===== config.mk =====
export PLATFORM = sky130hd
export DESIGN_NAME = gated_adsr_envelope_top
export DESIGN_NICKNAME = d
export VERILOG_FILES = /design/src/design/gadsr_pkg.sv /design/src/design/gadsr_regs.sv /design/src/design/gadsr_ctrl.sv /design/src/design/gadsr_dp.sv /design/src/design/gated_adsr_envelope_top.sv
export SDC_FILE = /design/constraint.sdc
export NUM_CORES = 2
export LEC_CHECK = 0
export ABC_CLOCK_PERIOD_IN_PS = 14400
export BUFFER_PORTS_ARGS = -buffer_cell sky130_fd_sc_hd__buf_2
export CAP_MARGIN = 20
export CORE_MARGIN = 2
export CORE_UTILIZATION = 71
export CTS_CLUSTER_SIZE = 24
export DETAILED_ROUTE_END_ITERATION = 6
export GPL_TIMING_DRIVEN = 1
export PLACE_DENSITY_LB_ADDON = 0.15
export SYNTH_ARGS = -nofsm -noshare
export SYNTH_HDL_FRONTEND = slang
export SYNTH_SLANG_ARGS = --single-unit
export TNS_END_PERCENT = 100

===== constraint.sdc =====
create_clock -name clk -period 14.4 [get_ports clk]
set_clock_uncertainty 0.05 [all_clocks]
set_input_delay 1.44 -clock clk [delete_from_list [all_inputs] [get_ports clk]]
set_output_delay 1.44 -clock clk [all_outputs]
set_load 0.03 [all_outputs]

===== src/design/gadsr_pkg.sv =====
package gadsr_pkg;

  // Fixed-point formats: envelope Q1.23, release factor Q0.23, gains Q1.16
  localparam int unsigned ENV_W   = 24;
  localparam int unsigned REL_W   = 23;
  localparam int unsigned GAIN_W  = 17;
  localparam int unsigned LEVEL_W = 17;
  localparam int unsigned AMP_W   = 17;

  localparam logic [ENV_W-1:0]  ENV_ONE        = 24'd8388608;
  // 0.001 in Q1.23
  localparam logic [ENV_W-1:0]  IDLE_THRESHOLD = 24'd8389;
  localparam logic [GAIN_W-1:0] GAIN_MAX       = 17'd65536;

  // amplitude * envelope, then times level; gain is the product >> 39
  localparam int unsigned P1_W    = AMP_W + ENV_W;
  localparam int unsigned ACC_W   = P1_W + LEVEL_W;
  localparam int unsigned GSHIFT  = 39;
  localparam int unsigned GRAW_W  = ACC_W - GSHIFT;

  localparam int unsigned IN_W    = 24;
  localparam int unsigned OUT_W   = 48;
  localparam int unsigned ADDR_W  = 5;
  localparam int unsigned DATA_W  = 32;

  typedef enum logic [2:0] {
    REG_ATTACK_STEP     = 3'd0,
    REG_DECAY_STEP      = 3'd1,
    REG_SUSTAIN_LEVEL   = 3'd2,
    REG_RELEASE_FACTOR  = 3'd3,
    REG_NOISE_AMPLITUDE = 3'd4
  } reg_idx_t;

  typedef enum logic [2:0] {
    STG_IDLE    = 3'd0,
    STG_ATTACK  = 3'd1,
    STG_DECAY   = 3'd2,
    STG_SUSTAIN = 3'd3,
    STG_RELEASE = 3'd4
  } stage_t;

  typedef enum logic [2:0] {
    CS_WAIT,
    CS_ADV,
    CS_MUL1,
    CS_MUL2,
    CS_MUL3,
    CS_DONE
  } ctrl_state_t;

  typedef struct packed {
    logic [ENV_W-1:0]  attack_step;
    logic [ENV_W-1:0]  decay_step;
    logic [ENV_W-1:0]  sustain_level;
    logic [REL_W-1:0]  release_factor;
    logic [AMP_W-1:0]  noise_amplitude;
  } cfg_t;

  typedef struct packed {
    logic load_in;
    logic advance;
    logic mul1;
    logic mul2;
    logic mul3;
    logic load_out;
  } dp_cmd_t;

  typedef struct packed {
    logic skip;
  } dp_status_t;

endpackage


===== src/design/gadsr_regs.sv =====
module gadsr_regs (
  input  logic                          clk,
  input  logic                          rst,
  input  logic                          psel,
  input  logic                          penable,
  input  logic                          pwrite,
  input  logic [gadsr_pkg::ADDR_W-1:0]  paddr,
  input  logic [gadsr_pkg::DATA_W-1:0]  pwdata,
  output logic [gadsr_pkg::DATA_W-1:0]  prdata,
  output logic                          pready,
  output gadsr_pkg::cfg_t               cfg
);

  gadsr_pkg::reg_idx_t idx;
  logic                wr;

  assign pready = 1'b1;
  assign idx    = gadsr_pkg::reg_idx_t'(paddr[4:2]);
  assign wr     = psel && penable && pwrite && pready;

  always_ff @(posedge clk) begin
    if (rst) begin
      cfg.attack_step     <= 24'd19022;
      cfg.decay_step      <= 24'd951;
      cfg.sustain_level   <= 24'd4194304;
      cfg.release_factor  <= 23'd8387657;
      cfg.noise_amplitude <= 17'd0;
    end else if (wr) begin
      unique case (idx)
        gadsr_pkg::REG_ATTACK_STEP:     cfg.attack_step     <= pwdata[23:0];
        gadsr_pkg::REG_DECAY_STEP:      cfg.decay_step      <= pwdata[23:0];
        gadsr_pkg::REG_SUSTAIN_LEVEL:   cfg.sustain_level   <= pwdata[23:0];
        gadsr_pkg::REG_RELEASE_FACTOR:  cfg.release_factor  <= pwdata[22:0];
        gadsr_pkg::REG_NOISE_AMPLITUDE: cfg.noise_amplitude <= pwdata[16:0];
        default: ;
      endcase
    end
  end

  always_comb begin
    unique case (idx)
      gadsr_pkg::REG_ATTACK_STEP:     prdata = {8'd0, cfg.attack_step};
      gadsr_pkg::REG_DECAY_STEP:      prdata = {8'd0, cfg.decay_step};
      gadsr_pkg::REG_SUSTAIN_LEVEL:   prdata = {8'd0, cfg.sustain_level};
      gadsr_pkg::REG_RELEASE_FACTOR:  prdata = {9'd0, cfg.release_factor};
      gadsr_pkg::REG_NOISE_AMPLITUDE: prdata = {15'd0, cfg.noise_amplitude};
      default:                        prdata = '0;
    endcase
  end

endmodule


===== src/design/gadsr_ctrl.sv =====
module gadsr_ctrl (
  input  logic                   clk,
  input  logic                   rst,
  input  logic                   s_tvalid,
  output logic                   s_tready,
  output logic                   m_tvalid,
  input  logic                   m_tready,
  input  gadsr_pkg::dp_status_t  status,
  output gadsr_pkg::dp_cmd_t     cmd
);

  gadsr_pkg::ctrl_state_t state, state_next;
  logic                   out_valid, out_valid_next;
  logic                   out_free;

  assign out_free = !out_valid || m_tready;
  assign m_tvalid = out_valid;

  always_ff @(posedge clk) begin
    if (rst) begin
      state     <= gadsr_pkg::CS_WAIT;
      out_valid <= 1'b0;
    end else begin
      state     <= state_next;
      out_valid <= out_valid_next;
    end
  end

  always_comb begin
    state_next = state;
    unique case (state)
      gadsr_pkg::CS_WAIT: if (s_tvalid) state_next = gadsr_pkg::CS_ADV;
      gadsr_pkg::CS_ADV:  state_next = status.skip ? gadsr_pkg::CS_DONE : gadsr_pkg::CS_MUL1;
      gadsr_pkg::CS_MUL1: state_next = gadsr_pkg::CS_MUL2;
      gadsr_pkg::CS_MUL2: state_next = gadsr_pkg::CS_MUL3;
      gadsr_pkg::CS_MUL3: state_next = gadsr_pkg::CS_DONE;
      gadsr_pkg::CS_DONE: if (out_free) state_next = gadsr_pkg::CS_WAIT;
      default:            state_next = gadsr_pkg::CS_WAIT;
    endcase
  end

  always_comb begin
    cmd      = '0;
    s_tready = 1'b0;
    unique case (state)
      gadsr_pkg::CS_WAIT: begin
        s_tready    = 1'b1;
        cmd.load_in = s_tvalid;
      end
      gadsr_pkg::CS_ADV:  cmd.advance  = 1'b1;
      gadsr_pkg::CS_MUL1: cmd.mul1     = 1'b1;
      gadsr_pkg::CS_MUL2: cmd.mul2     = 1'b1;
      gadsr_pkg::CS_MUL3: cmd.mul3     = 1'b1;
      gadsr_pkg::CS_DONE: cmd.load_out = out_free;
      default: ;
    endcase
  end

  // Output word register: fill on load, drop when taken
  always_comb begin
    if (cmd.load_out) begin
      out_valid_next = 1'b1;
    end else if (m_tready) begin
      out_valid_next = 1'b0;
    end else begin
      out_valid_next = out_valid;
    end
  end

endmodule


===== src/design/gadsr_dp.sv =====
module gadsr_dp (
  input  logic                         clk,
  input  logic                         rst,
  input  gadsr_pkg::cfg_t              cfg,
  input  logic [gadsr_pkg::IN_W-1:0]   s_tdata,
  input  gadsr_pkg::dp_cmd_t           cmd,
  output gadsr_pkg::dp_status_t        status,
  output logic [gadsr_pkg::OUT_W-1:0]  m_tdata
);

  localparam int unsigned EW = gadsr_pkg::ENV_W;

  // envelope state
  gadsr_pkg::stage_t  env_stage, env_stage_next;
  logic [EW-1:0]      env_value, env_value_next;
  logic               gate_was_open;

  // latched tick and multiply sequence
  logic [gadsr_pkg::LEVEL_W-1:0] level;
  logic                          present;
  logic [gadsr_pkg::P1_W-1:0]    p1;
  logic [gadsr_pkg::ACC_W-1:0]   acc;
  logic [gadsr_pkg::OUT_W-1:0]   out_data;

  logic                 gate;
  gadsr_pkg::stage_t    stage_e;
  logic [EW-1:0]        value_e;
  logic [EW-1:0]        sus;
  logic [EW:0]          att_sum;
  logic signed [EW:0]   dec_diff;
  logic [EW+gadsr_pkg::REL_W-1:0] rel_prod;
  logic [EW-1:0]        rel_v;
  logic [gadsr_pkg::P1_W-1:0]   p1_prod;
  logic [gadsr_pkg::P1_W-1:0]   lo_prod;
  logic [gadsr_pkg::P1_W-EW+gadsr_pkg::LEVEL_W-1:0] hi_prod;
  logic [gadsr_pkg::GRAW_W-1:0] gain_raw;
  logic [gadsr_pkg::GAIN_W-1:0] gain;

  assign status.skip = !present || (cfg.noise_amplitude == '0);
  assign gate        = (level != '0);
  assign sus         = (cfg.sustain_level > gadsr_pkg::ENV_ONE) ? gadsr_pkg::ENV_ONE
                                                                : cfg.sustain_level;

  // gate edges first
  always_comb begin
    stage_e = env_stage;
    value_e = env_value;
    if (gate && !gate_was_open) begin
      stage_e = gadsr_pkg::STG_ATTACK;
      value_e = '0;
    end else if (!gate && gate_was_open && env_stage != gadsr_pkg::STG_IDLE) begin
      stage_e = gadsr_pkg::STG_RELEASE;
    end
  end

  assign att_sum  = {1'b0, value_e} + {1'b0, cfg.attack_step};
  assign dec_diff = $signed({1'b0, value_e}) - $signed({1'b0, cfg.decay_step});
  assign rel_prod = value_e * cfg.release_factor;
  assign rel_v    = rel_prod[EW+gadsr_pkg::REL_W-1:gadsr_pkg::REL_W];

  // then advance the envelope one tick
  always_comb begin
    env_stage_next = stage_e;
    env_value_next = value_e;
    unique case (stage_e)
      gadsr_pkg::STG_ATTACK: begin
        if (att_sum >= {1'b0, gadsr_pkg::ENV_ONE}) begin
          env_value_next = gadsr_pkg::ENV_ONE;
          env_stage_next = gadsr_pkg::STG_DECAY;
        end else begin
          env_value_next = att_sum[EW-1:0];
        end
      end
      gadsr_pkg::STG_DECAY: begin
        if (dec_diff <= $signed({1'b0, sus})) begin
          env_value_next = sus;
          env_stage_next = gadsr_pkg::STG_SUSTAIN;
        end else begin
          env_value_next = dec_diff[EW-1:0];
        end
      end
      gadsr_pkg::STG_SUSTAIN: env_value_next = sus;
      gadsr_pkg::STG_RELEASE: begin
        if (rel_v < gadsr_pkg::IDLE_THRESHOLD) begin
          env_value_next = '0;
          env_stage_next = gadsr_pkg::STG_IDLE;
        end else begin
          env_value_next = rel_v;
        end
      end
      default: begin
        env_value_next = '0;
        env_stage_next = gadsr_pkg::STG_IDLE;
      end
    endcase
  end

  always_ff @(posedge clk) begin
    if (rst) begin
      env_stage     <= gadsr_pkg::STG_IDLE;
      env_value     <= '0;
      gate_was_open <= 1'b0;
    end else if (cmd.advance && !status.skip) begin
      env_stage     <= env_stage_next;
      env_value     <= env_value_next;
      gate_was_open <= gate;
    end
  end

  // gain: split the 41 x 17 product into two partial products
  assign p1_prod = cfg.noise_amplitude * env_value;
  assign lo_prod = p1[EW-1:0] * level;
  assign hi_prod = p1[gadsr_pkg::P1_W-1:EW] * level;

  assign gain_raw = acc[gadsr_pkg::ACC_W-1:gadsr_pkg::GSHIFT];
  assign gain     = (gain_raw > gadsr_pkg::GRAW_W'(gadsr_pkg::GAIN_MAX))
                    ? gadsr_pkg::GAIN_MAX : gain_raw[gadsr_pkg::GAIN_W-1:0];

  always_ff @(posedge clk) begin
    if (cmd.load_in) begin
      level   <= s_tdata[gadsr_pkg::LEVEL_W-1:0];
      present <= s_tdata[gadsr_pkg::LEVEL_W];
    end
    if (cmd.mul1) p1 <= p1_prod;
    if (cmd.mul2) acc <= gadsr_pkg::ACC_W'(lo_prod);
    if (cmd.mul3) acc <= acc + {hi_prod, {EW{1'b0}}};
    if (cmd.load_out) begin
      out_data <= {3'd0,
                   (env_value != '0),
                   (status.skip || env_value == '0) ? {gadsr_pkg::GAIN_W{1'b0}} : gain,
                   env_stage,
                   env_value};
    end
  end

  assign m_tdata = out_data;

endmodule


===== src/design/gated_adsr_envelope_top.sv =====
// Gated ADSR envelope generator. Each input word is one audio tick; each tick
// yields exactly one output word with the envelope after the tick (Q1.23), its
// stage (0 idle, 1 attack, 2 decay, 3 sustain, 4 release), the noise gain
// amplitude * envelope * level in Q1.16 and a sounding flag. A tick with
// partials_present clear, or with noise_amplitude at zero, leaves the state
// alone and reports a gain of zero. Each tick is accepted, then the gate edges
// are detected and the envelope advanced, then the multiplier chain forms the
// gain (amplitude times envelope, then two partial products against the level),
// and last the output register is loaded once it is free; a skipped tick skips
// the multiplier chain. The next tick is accepted only after that load. The
// output register holds a finished word while the next tick is accepted.
// Program the step registers over the APB port only while no tick is in flight.
module gated_adsr_envelope_top (
  input  logic                          clk,
  input  logic                          rst,
  // slave side, tdata: envelope_level[16:0], partials_present[17], zero pad
  input  logic                          s_tvalid,
  output logic                          s_tready,
  input  logic [gadsr_pkg::IN_W-1:0]    s_tdata,
  // master side, tdata: envelope_value[23:0], stage[26:24],
  // noise_gain[43:27], sounding[44], zero pad
  output logic                          m_tvalid,
  input  logic                          m_tready,
  output logic [gadsr_pkg::OUT_W-1:0]   m_tdata,
  // configuration, register i at byte address 4*i
  input  logic                          psel,
  input  logic                          penable,
  input  logic                          pwrite,
  input  logic [gadsr_pkg::ADDR_W-1:0]  paddr,
  input  logic [gadsr_pkg::DATA_W-1:0]  pwdata,
  output logic [gadsr_pkg::DATA_W-1:0]  prdata,
  output logic                          pready
);

  gadsr_pkg::cfg_t        cfg;
  gadsr_pkg::dp_cmd_t     cmd;
  gadsr_pkg::dp_status_t  status;

  // Register file for steps, sustain, release factor and amplitude
  gadsr_regs u_regs (
    .clk     (clk),
    .rst     (rst),
    .psel    (psel),
    .penable (penable),
    .pwrite  (pwrite),
    .paddr   (paddr),
    .pwdata  (pwdata),
    .prdata  (prdata),
    .pready  (pready),
    .cfg     (cfg)
  );

  // Sequence one tick: accept, advance, multiply, hand the word over
  gadsr_ctrl u_ctrl (
    .clk      (clk),
    .rst      (rst),
    .s_tvalid (s_tvalid),
    .s_tready (s_tready),
    .m_tvalid (m_tvalid),
    .m_tready (m_tready),
    .status   (status),
    .cmd      (cmd)
  );

  // Envelope state, gain multiplier chain and the output word register
  gadsr_dp u_dp (
    .clk     (clk),
    .rst     (rst),
    .cfg     (cfg),
    .s_tdata (s_tdata),
    .cmd     (cmd),
    .status  (status),
    .m_tdata (m_tdata)
  );

endmodule


; Word level (Yosys, flattened, before mapping)
; Index checks and enable logic that the tools add are counted.
[op_classes]
n_addsub = 3
multipliers = 4
magnitude_cmp = 5
n_eq_ne = 15
muxes = 29
n_reduce_logical = 30
[ops]
columns = cell, n
row1 = $mux W24, 5
row2 = $pmux W24 S5, 1
row3 = $mux W58, 2
row4 = $pmux W24 S4, 1
row5 = $add A58 B58 Y58, 1
row6 = $mul A24 B23 Y47, 1
row7 = $mul A17 B24 Y41, 1
row8 = $mul A24 B17 Y41, 1
row9 = $mul A17 B17 Y34, 1
row10 = $add A24 B24 Y25, 1
row11 = $ge A25 B24 Y1 const B, 1
row12 = $le A25 B25 Y1, 1
row13 = $sub A24 B24 Y25, 1
row14 = $gt A24 B24 Y1 const B, 1
row15 = $logic_not A24 Y1, 1
row16 = $lt A24 B14 Y1 const B, 1
row17 = $mux W3, 8
row18 = $reduce_bool A24 Y1, 1
row19 = $gt A19 B17 Y1 const B, 1
row20 = $eq A3 B2 Y1 const B, 6
row21 = $pmux W3 S6, 1
row22 = $logic_not A17 Y1, 1
row23 = $mux W17, 1
row24 = $reduce_bool A17 Y1, 1
row25 = 14 further kinds, 45
[word_totals]
ff_bits = 306
input_bits = 68
output_inout_bits = 83
wordCells = 103

; Depth between registers and ports, before layout
[depth]
depth_word = 8
ltp_mapped = 37

; By module
; A second synthesis with hierarchy kept.
[hier_totals]
hier_cells = 7663
hier_area_um2 = 68607.0
[by_module_without_submodules]
columns = module, instances, cells_per_inst, area_per_inst_um2, seq_area_each_um2
row1 = gadsr_dp, 1, 7090, 62822.8, 4704.5
row2 = gadsr_regs, 1, 542, 5487.8, 2242.2
row3 = gadsr_ctrl, 1, 31, 296.5, 80.1

; Worst setup path after synthesis
; No wires, ideal clock.
[synth_timing]
path_kind = flip-flop to flip-flop
from = register u_dp.level[16] (netlist bit)
to = register u_dp.env_value[1]
setup_ns = 0.132
t_arrival_ns = 9.123
required_ns = 14.218
path_slack_ns = 5.095
path_stages_with_launch = 37
path_buffers = 6
synth_period_minus_slack_ns = 9.305
path_cell_list = edfxtp_1 buf_2 nor4_2 nand3_1 o21bai_1 clkbuf_1 clkbuf_1 and2_1 clkbuf_1 clkbuf_1 nand2_1 fa_1 inv_1 fa_1 inv_1 fa_1 inv_1 fa_1 fa_1 fa_1 inv_1 fa_1 inv_1 ha_1 clkbuf_1 a21oi_1 nand2_1 a21o_1 nor3_1 a21oi_1 a211oi_1 a311oi_1 a2111oi_0 o311ai_2 a221o_1 or3b_1 o211ai_1
[synth_between]
elab_chain_len = 8
word_cells_on_any_way = 22
cone_classes = 2 x add/sub / 1 x mul / 3 x order compare / 4 x eq/ne / 7 x mux / 5 x reduce/logical
[synth_lines]
columns = element, line
row1 = from (decl), gadsr_dp.sv:19  ; logic [gadsr_pkg::LEVEL_W-1:0] level;
row2 = from (signal assigned), gadsr_dp.sv:121  ; level <= s_tdata[gadsr_pkg::LEVEL_W-1:0];
row3 = $reduce_bool A17 Y1 (*), gadsr_dp.sv:40  ; assign gate = (level != '0);
row4 = "parallel branches: the longest is 6 deep, another holds $mul A24 B23 Y47", n/a
row5 = $pmux W24 S4 (*), gadsr_dp.sv:65  ; unique case (stage_e)
row6 = to (signal assigned), gadsr_dp.sv:105  ; env_value <= env_value_next;
row7 = to (decl), gadsr_dp.sv:15  ; logic [EW-1:0] env_value, env_value_next;
; Mark *: on every way between the ends.
; A chain may end at the register's enable or synchronous reset.

; Worst setup path after layout
[layout_timing]
from = register u_dp.level[10] (netlist bit)
to = register u_dp.env_value[1]
; The elaborated chain is that of the path after synthesis.

==> run_results.csv <==
group,metric,value,unit
placement,portBuffers,122,
layout,area_growth,4.19,%
global_route,grt_usage,0.404,
synthesis,synth-compound-area-share,0.0794,
global_route,antenna_found_initial,6,
floorplan,io_pins,151,
synthesis,synthDistinctLibCells,82,
sta,hold_slack,411,ps
clocking,clkLatencyLatePin,610,ps
job,drv_cap,0,
synthesis,ys.flop_type,"dfxtp_1",
clocking,tritoncts,"built",
clocking,cts_buffers,36,
sta,maxSlewHeadroom,0.214,
clocking,cts_setup_buffers,0,
detailed_routing,drcViolationCount,0,
hold_path,hold_end,"u_regs.cfg[14]",
setup_path,critPathMaxStageDelay,920,ps
synthesis,syn_area_per_cell,8.76,µm²
sta,rsz0062_at_grt,"no",
synthesis,ys_warn_count,0,
layout,final_common_cell,"inv_1",
sta,drv_slew,0,
synthesis,synth-edff-count,138,
setup_path,cpMaxStageDelayCell,"and2_1",
global_route,grt-ovfl-total,0,
synthesis,ys_seq_elements,282,
detailed_routing,vias,54900,
setup_path,worst-r2r-setup-slack,3180,ps
detailed_routing,drtIter0Drc,4915,
placement,globalplace.congestion,1.04,
setup_path,rr_endpoint,"u_dp.env_value[1]",
layout,nFillCells,7017,
hold_path,min_from,"u_regs.cfg[14]",
status,outcome,"completed",
synthesis,synthAdderAreaFrac,0.508,
setup_path,r2r-start,"u_dp.level[10]",
global_route,grt_pass1_vias,58700,
floorplan,dieArea,98200,µm²
placement,dpl-instance-area,69400,µm²
setup_path,worst-path-max-fanout,78,
layout,final_net_count,9619,
setup_path,crit_top_cell,"fa_1",
hold_path,min_path_cells,2,
detailed_routing,drt-vias-per-instance,6.18,
floorplan,initial_core_util,0.716,
setup_path,reg2regPathDepth,31,
sta,post-route-period-util,0.779,
floorplan,coreArea,94900,µm²
synthesis,synth_top_family_by_area,"adder cells",
clocking,clock-sinks,282,
synthesis,async_flop_share,0,
power_and_ir_drop,leakage,35.7,nW
synthesis,synthMuxAreaShare,0.00574,
power_and_ir_drop,power_density,163,nW/µm²
floorplan,die_y,313,µm
sta,fin_tns_setup,0,ps
clocking,cts-hold-fix-buffers,0,
synthesis,yosys.area_share.simple,0.172,
layout,final_area,70800,µm²
detailed_routing,drtAntennaViolNets,0,
sta,fin_crit,11220,ps
global_route,grt_pass1_wl,309,mm
sta,hold_viol_final,0,
sta,timing.fmax,0.0891,GHz
detailed_routing,wire_per_inst,21.7,µm
placement,placedCellCount,8818,
clocking,path_clk_slew,70,ps
placement,hpwl,144,mm
power_and_ir_drop,vdd_drop_max,0.000533,V
synthesis,ys_seq_area_frac,0.103,
clocking,clockRootBuffer,"clkbuf_16",
setup_path,cp_data_required_time,14820,ps
layout,layout-drive-gt1-share,0.0486,
floorplan,row_count,113,
hold_path,min_path_type,"reg -> reg",
detailed_routing,wirelength,193,mm
global_route,grt_max_degree,155,
setup_path,worst_setup_path_start_kind,"flip-flop",
setup_path,cp.arrival,11640,ps
clocking,post_cts_resized,0,
layout,fin_cells,8893,
sta,setup_viol,0,
clocking,htree_num_levels,2,
clocking,clk_path_buf_depth,3,
sta,worst_pin_slew,1180,ps
detailed_routing,drt_first_pass_iters,6,
synthesis,synth-xor-area-share,0.0220,
layout,mostFrequentLayoutCells,"1,503 x inv_1, 1,449 x nand2_1, 1,341 x fa_1",
setup_path,crit_type,"reg -> reg",
synthesis,synth_cells,7760,
synthesis,synth_area,68000,µm²
floorplan,dieWidth,313,µm
setup_path,crit_path_end_kind,"flip-flop",
==> through the flow <==
stage | utilization | power (mW) | setup WS [ps]
4_1_cts | 0.745 | 11.5 | 3190
2_1_floorplan | - | 8.35 | 5090
5_1_grt | 0.746 | 12.8 | 2570
3_5_place_dp | 0.732 | 10.4 | 3210
6_report | 0.746 | 11.6 | 3180
3_3_place_gp | 0.732 | 10.1 | 3280
==> critical path, delay by kind of cell (launching register included) <==
family / cells / cell delay, ps
adders and majority gates: 8 / 3980
buffers and inverters: 7 / 1210
AOI/OAI and AO/OA: 8 / 2390
and+or+nand+nor: 8 / 3100
DFF: 1 / 360
==> worst max path at each step <==
stage | startpoint | endpoint
4_1_cts | u_dp.level[10] | u_dp.env_value[1]
2_1_floorplan | u_dp.level[16] | u_dp.env_value[1]
3_5_place_dp | u_dp.level[10] | u_dp.env_value[1]
3_3_place_gp | u_dp.level[10] | u_dp.env_value[1]
6_report | u_dp.level[10] | u_dp.env_value[1]
5_1_grt | u_dp.level[10] | u_dp.env_value[1]
==> area by class of cell <==
type	count	area, µm²	share of cell area
Antenna cell	2	5.00	0.0000707
Tap cell	1265	1580	0.0224
Inverter	1504	5650	0.0797
Clock inverter	22	264	0.00373
Clock buffer	43	968	0.0137
Timing Repair Buffer	257	1720	0.0242
Sequential cell	282	7030	0.0993
Multi-Input combinational cell	5518	53600	0.757
==> sequential cells by signal (all words and copies together) (netlist names), 3 cells and up <==
name / count
u_regs.cfg: 112
u_dp.m_tdata: 45
u_dp.p1: 41
u_dp.acc: 34
u_dp.env_value: 24
u_dp.level: 17
u_ctrl.state: 3
u_dp.env_stage: 3
==> cells in the mapped netlist, types with 20 or more instances <==
master	instances	area, µm²
nor3_1	43	215
xor2_1	64	561
and3_1	254	1590
a21oi_1	286	1430
ha_1	611	7640
nand2b_1	29	181
xnor2_1	107	937
a22oi_1	37	278
clkbuf_1	441	1660
nand3_1	51	255
mux2_2	20	225
a211oi_1	22	165
nand3b_1	30	225
o21ai_0	103	515
fa_1	1341	26800
nor4_1	26	163
a31oi_1	22	138
nor2b_1	32	200
dfxtp_1	144	2880
and2_1	369	2310
nor2_1	185	694
inv_1	1503	5640
o21bai_1	26	195
nand2_1	1449	5440
a21o_1	114	856
o21a_1	35	263
nand4_1	24	150
edfxtp_1	138	4140
==> power by group <==
| group | total (mW) | internal [mW] | switching, mW |
|---|---|---|---|
| Combinational | 9.54 | 4.08 | 5.46 |
| Clock | 0.984 | 0.562 | 0.422 |
| Sequential | 1.05 | 1.01 | 0.0376 |
| Total | 11.6 | 5.65 | 5.92 |
==> routing by layer <==
layer,track usage,routed length [µm],vias up
met5,0,11,-
met4,0.224,12800,2
met3,0.0792,19500,846
met2,0.673,91400,3118
met1,0.496,69300,27300
li1,-,-,23600
==> cells by family after synthesis <==
family,Yosys count
compound gates,823
xor+xnor,171
fa+ha+maj,1952
buf+inv,1970
flops,282
mux,29
other cells,2
simple gates,2531
Power figures use the tool's default switching activity.
